===== config.mk =====
export PLATFORM = sky130hd
export DESIGN_NAME = pba_ctrl
export DESIGN_NICKNAME = d
export VERILOG_FILES = /design/src/rtl/pba_pkg.sv /design/src/rtl/pba_ctrl.sv
export SDC_FILE = /design/constraint.sdc
export NUM_CORES = 1
export LEC_CHECK = 0
export CAP_MARGIN = 10
export CORE_AREA = 2 2 39 41
export CTS_BUF_LIST = sky130_fd_sc_hd__clkbuf_4 sky130_fd_sc_hd__clkbuf_8
export CTS_CLUSTER_DIAMETER = 80
export DETAILED_ROUTE_END_ITERATION = 10
export DIE_AREA = 0 0 41 43
export DONT_BUFFER_PORTS = 1
export GPL_TIMING_DRIVEN = 0
export PLACE_DENSITY = 0.4
export SKIP_CTS_REPAIR_TIMING = 1
export SYNTH_ARGS = -nofsm -noshare
export SYNTH_HDL_FRONTEND = slang
export SYNTH_SLANG_ARGS = --single-unit

===== constraint.sdc =====
create_clock -name clk_i -period 3.3 [get_ports clk_i]
set_clock_uncertainty 0.2 [all_clocks]
set_input_delay 0.33 -clock clk_i [delete_from_list [all_inputs] [get_ports clk_i]]
set_output_delay 0.33 -clock clk_i [all_outputs]
set_load 0.005 [all_outputs]

===== src/rtl/pba_pkg.sv =====
// Shared types, constants and state codes of the page bitmap allocator.
`default_nettype none

package pba_pkg;

  // Map geometry
  localparam int NUM_PAGES  = 4096;
  localparam int PAGE_SHIFT = 12;
  localparam int ADDR_W     = 24;
  localparam int COUNT_W    = 13;
  localparam int MAP_BITS   = 32;
  localparam int BIT_W      = $clog2(MAP_BITS);
  localparam int MAP_WORDS  = (NUM_PAGES + MAP_BITS - 1) / MAP_BITS;
  localparam int WORD_W     = $clog2(MAP_WORDS);
  localparam int PG_W       = ADDR_W - PAGE_SHIFT;

  // Full-word summary is searched in groups
  localparam int GRP_SIZE   = 8;
  localparam int GRP_W      = $clog2(GRP_SIZE);
  localparam int NUM_GRPS   = MAP_WORDS / GRP_SIZE;
  localparam int NGRP_W     = $clog2(NUM_GRPS);

  typedef enum logic [1:0] {
    KIND_ALLOC   = 2'd0,
    KIND_MARK    = 2'd1,
    KIND_RELEASE = 2'd2,
    KIND_REINIT  = 2'd3
  } kind_e;

  typedef struct packed {
    kind_e             kind;
    logic [ADDR_W-1:0] page_addr;
  } pba_in_t;

  typedef struct packed {
    logic [ADDR_W-1:0]  result_addr;
    logic               status;
    logic [COUNT_W-1:0] used_count;
  } pba_out_t;

  typedef enum logic [2:0] {
    ST_IDLE,
    ST_SCAN,
    ST_READ,
    ST_MODIFY,
    ST_RESPOND
  } pba_state_e;

  // Controller to datapath
  typedef struct packed {
    logic accept;
    logic scan;
    logic read;
    logic modify;
    logic respond;
  } pba_cmd_t;

  // Datapath to controller
  typedef struct packed {
    kind_e new_kind;
    logic  new_in_range;
    logic  no_free;
    logic  out_free;
  } pba_status_t;

endpackage

`default_nettype wire


===== src/rtl/pba_ctrl.sv =====
// Sequencing state machine of the page bitmap allocator.
`default_nettype none

module pba_ctrl (
  input  wire logic                 clk_i,
  input  wire logic                 rst_ni,
  input  wire logic                 in_valid_i,
  output logic                      in_stall_o,
  input  wire pba_pkg::pba_status_t status_i,
  output pba_pkg::pba_cmd_t         cmd_o
);
  import pba_pkg::*;

  pba_state_e state_q, state_d;

  // State register
  always_ff @(posedge clk_i or negedge rst_ni) begin
    if (!rst_ni) begin
      state_q <= ST_IDLE;
    end else begin
      state_q <= state_d;
    end
  end

  // Next state
  always_comb begin
    state_d = state_q;
    unique case (state_q)
      ST_IDLE: begin
        if (in_valid_i) begin
          unique case (status_i.new_kind)
            KIND_ALLOC:  state_d = ST_SCAN;
            KIND_REINIT: state_d = ST_MODIFY;
            default: begin
              state_d = status_i.new_in_range ? ST_READ : ST_RESPOND;
            end
          endcase
        end
      end
      ST_SCAN:    state_d = status_i.no_free ? ST_RESPOND : ST_READ;
      ST_READ:    state_d = ST_MODIFY;
      ST_MODIFY:  state_d = ST_RESPOND;
      ST_RESPOND: begin
        if (status_i.out_free) begin
          state_d = ST_IDLE;
        end
      end
      default:    state_d = ST_IDLE;
    endcase
  end

  // Commands
  always_comb begin
    cmd_o         = '0;
    cmd_o.accept  = (state_q == ST_IDLE) && in_valid_i;
    cmd_o.scan    = (state_q == ST_SCAN);
    cmd_o.read    = (state_q == ST_READ);
    cmd_o.modify  = (state_q == ST_MODIFY);
    cmd_o.respond = (state_q == ST_RESPOND) && status_i.out_free;
    in_stall_o    = (state_q != ST_IDLE);
  end

endmodule

`default_nettype wire


Word level (Yosys, flattened, before mapping). Index checks and enable logic that the tools add are counted.

Flip-flop bits (word level): 3. Bits in latches: 0. Memory bits (writable): 0. Memory bits (read-only): 0. Input port bits: 8. Output and inout port bits: 6. Word-level logic and storage cells: 20. Memories: 0.

$add $sub $neg: 0. $mul: 0. Divide/modulo/power cells: 0. Magnitude comparators: 0. Eq/ne operators: 7. Shift-type cells: 0. Mux-type cells: 6. Bitwise operators: 0. Reductions and logical operators: 6.

Operators by type and width (count): 3-bit one-hot mux with 5 select lines (1); 3-bit 2-to-1 mux (4); 3-bit by 2-bit == test with 1-bit output (second input constant) (2); 3-bit one-hot mux with 2 select lines (1); 2-bit != test (second input constant) (2); 3-bit by 1-bit == test with 1-bit output (second input constant) (1); 3-bit == test (second input constant) (1); 3-bit zero test (1); 3-bit nonzero test (1); 2-bit == test (second input constant) (1); 1-bit logical AND (2); 2-bit zero test (1); 2-bit AND reduction (1).

Depth between registers and ports, before layout.
Word-level depth: 4. Depth in mapped cells: 3. Depth with buffers taken out: 3.

Worst setup path before layout. Ideal clock, no wire load.

Path type: input to register. Start: input status_i[3] in the netlist's numbering. End: register state_q[1]. Arrival: 1.180 ns. Data required time: 2.976 ns. Setup slack: 1.796 ns. Stages on the path: 3. Buffers on the path: 0. Cell sequence: ha_1 mux2_2 a211o_1.

Longest elaborated chain between the ends: 4. Elaborated cells between the ends (all ways): 5. Classes of those cells: 1 x eq/ne; 3 x mux; 1 x reduce/logical.

RTL lines: from (decl) (RTL line pba_ctrl.sv:9) `input wire pba_pkg::pba_status_t status_i,`; 2-bit == test / 2-bit zero test (equally long branches) (RTL line pba_ctrl.sv:31) `unique case (status_i.new_kind)`; 3-bit one-hot mux with 2 select lines (*) (RTL line pba_ctrl.sv:31); 3-bit 2-to-1 mux (*) (RTL line pba_ctrl.sv:30) `if (in_valid_i) begin`; 3-bit one-hot mux with 5 select lines (*) (RTL line pba_ctrl.sv:28) `unique case (state_q)`; to (signal assigned) (RTL line pba_ctrl.sv:21) `state_q <= state_d;`; to (decl) (RTL line pba_ctrl.sv:14) `pba_state_e state_q, state_d;`.

Every way passes the cells marked *; elsewhere a longest branch is shown, timed or not. The select of a mux whose other input is x is not followed. A chain may end at the register's enable or synchronous reset.

==> metrics.cfg <==
[sta]
setup_viol=0
rsz0062_at_grt=false
max_freq_mhz=594.5
worstMarginPinSlew_ns=0.2739
final_max_slew_viol_count=0
period_needed_ns=1.682
period_share_pct=50.97
setup_tns_ns=0
hold_slack_ns=0.1479
slew_headroom_pct=81.48
hold_violations=0

[drt]
dr.first_iter.drc_count=0
drc=0
drt_pass1_iterations=1
vias=213
vias_per_cell=4.630
antenna_left=0
routedWlPerCell_um=12.96
wirelength_um=596

[cts]
clk_latency_ns=0.23
clockBufferDepth=2
clock-sinks=3
clock-root-buffer=clkbuf_4
clkSlewWorstSetupHoldPaths_ns=0.04
cts_tree=yes
cts_buffers=3
htree_levels=1

[synthesis]
synth_cell_types=19
ys_warn_count=0
synth-seq-area-share_pct=27.03
synth.area.top_cells=dfrtp_1 27%, nor4b_4 8.6%, buf_6 8.1%
synth_top_cell_by_area=dfrtp_1
syn_avg_cell_area_um2=11.11
synthesis.area_um2=277.8
synthCells=25
ys_seq_elements=3
syn_nets=34
yosysTopAreaCellShare_pct=27.03

[place]
place.gp.congestion=0.6917
dpl_cell_area_um2=297.8
port_buffers=0
dp_cells=41
hpwlAfterDp_um=447.9

[floorplan]
dieHeight_um=43
die_area_um2=1763
io_pins=14
core-area_um2=1384
rows=14
start_util_pct=20.07
die_w_um=41

[final_layout]
antennaDiodeCount=0
fin_nets=40
area_growth_syn_to_layout_pct=21.62
largest_register_ffs=3
layout-drive-gt1-share_pct=43.33
top_regs=state_q x3
design_area_um2=337.8
regMostFlops=state_q
instances_no_fill=46

[global_routing]
antenna_found_initial=0
grt_max_degree=11
grt_pass1_vias=239
grt_usage_pct=9.265
grt_remaining_overflow=0
grt_pass1_wl_mm=1.028

[power]
ir_drop_v=0.0002119
leakage_nw=0.1461
p_per_area_nw_per_um2=933.5

[critical_path]
cp-end-kind=primary output
critical_path_class=flop to primary output
start_kind=flop
cpPeakStageDelay_ns=0.31
crit_slowest_cell=dfrtp_1
critPathRequiredTime_ns=2.77
critical_path.cell_chain=buf_2 > nor2b_1 > and2b_2
crit_arrival_ns=1.15
path_max_fanout=9

[job]
drv_cap=0

[worst_hold_path]
hold_class=input pin to async pin

[outcome]
status=complete, no violations

cell usage in the layout, fill, tap and decap left out, types with 2 or more instances in the layout:
master    n
nor2b_1   3
buf_6     2
clkbuf_4  4
nor4b_1   2
dfrtp_1   3
layer usage:
layer | vias to the layer above | global-route usage [%] | routed length, µm
li1 | 102 | - | -
met1 | 101 | 9.740 | 248
met2 | 10 | 12.50 | 308
met3 | 0 | 5.236 | 39
met4 | 0 | 8.000 | 0
met5 | - | 0 | 0
worst paths after layout:
kind                            slack (ns)                      to  cells after the start                    from
worst max-delay path                  1.62                cmd_o[3]                      3  state_q[0]$_DFFE_PN0P_
worst min-delay path                  0.15  state_q[0]$_DFFE_PN0P_                      1                  rst_ni
max in group asynchronous             2.60  state_q[2]$_DFFE_PN0P_                      1                  rst_ni
worst min register to register        0.44  state_q[0]$_DFFE_PN0P_                      2  state_q[1]$_DFFE_PN0P_
min in group clk_i                    0.16  state_q[0]$_DFFE_PN0P_                      2              in_valid_i
worst max register to register        1.95  state_q[2]$_DFFE_PN0P_                      3  state_q[1]$_DFFE_PN0P_
critical path, delay by kind of cell (launching register included):
family                 cells  cell delay (ns)
buffers and inverters      1             0.21
DFF                        1             0.31
and+or+nand+nor            2             0.40
cell usage after synthesis:
| library cell | n |
|---|---|
| dfrtp_1 | 3 |
| nor2b_1 | 3 |
| buf_6 | 2 |
| nor4b_1 | 2 |
| a211o_1 | 1 |
| a221o_1 | 1 |
| and2_2 | 1 |
| and2b_2 | 1 |
| and4bb_2 | 1 |
| buf_2 | 1 |
| ha_1 | 1 |
| mux2_2 | 1 |
| nor2_1 | 1 |
| nor3b_1 | 1 |
| nor3b_2 | 1 |
| nor4b_4 | 1 |
| o21a_1 | 1 |
| or2_0 | 1 |
| or3_1 | 1 |
power breakdown:
group / switching (W) / internal, W / total [W]
logic: 0.0000889 / 0.0000900 / 0.000179
registers: 0.00000717 / 0.0000553 / 0.0000625
clock network: 0.0000204 / 0.0000536 / 0.0000740
layout make-up:
| cell class | count | area (µm²) |
|---|---|---|
| repair buffers | 1 | 10.01 |
| multi-input cells | 19 | 175.2 |
| flip-flops and latches | 3 | 75.07 |
| plain buffers | 3 | 27.53 |
| well taps | 16 | 20.02 |
| fillers | 156 | 1046 |
| clock buffers | 4 | 30.03 |
cell families (layout without fill, tap and decap cells):
group | Yosys count | after routing | share of synthesized area, %
simple gates | 14 | 14 | 45.05
fa+ha+maj | 1 | 1 | 4.504
flops | 3 | 3 | 27.03
buf+inv | 3 | 8 | 9.908
compound gates | 3 | 3 | 9.461
mux | 1 | 1 | 4.054
per-stage QoR:
step | utilization [%] | worst slack [ns] | total power [W]
final | 24.41 | 1.618 | 0.0003154
after global routing | 24.41 | 1.527 | 0.0003424
after CTS | 23.69 | 1.608 | 0.0003190
after detailed placement | 21.52 | 1.751 | 0.0002414
after global placement | 21.52 | 1.748 | 0.0002393
after floorplan | - | 1.796 | 0.0002141
No activity file was read; power rests on OpenSTA's default activity.
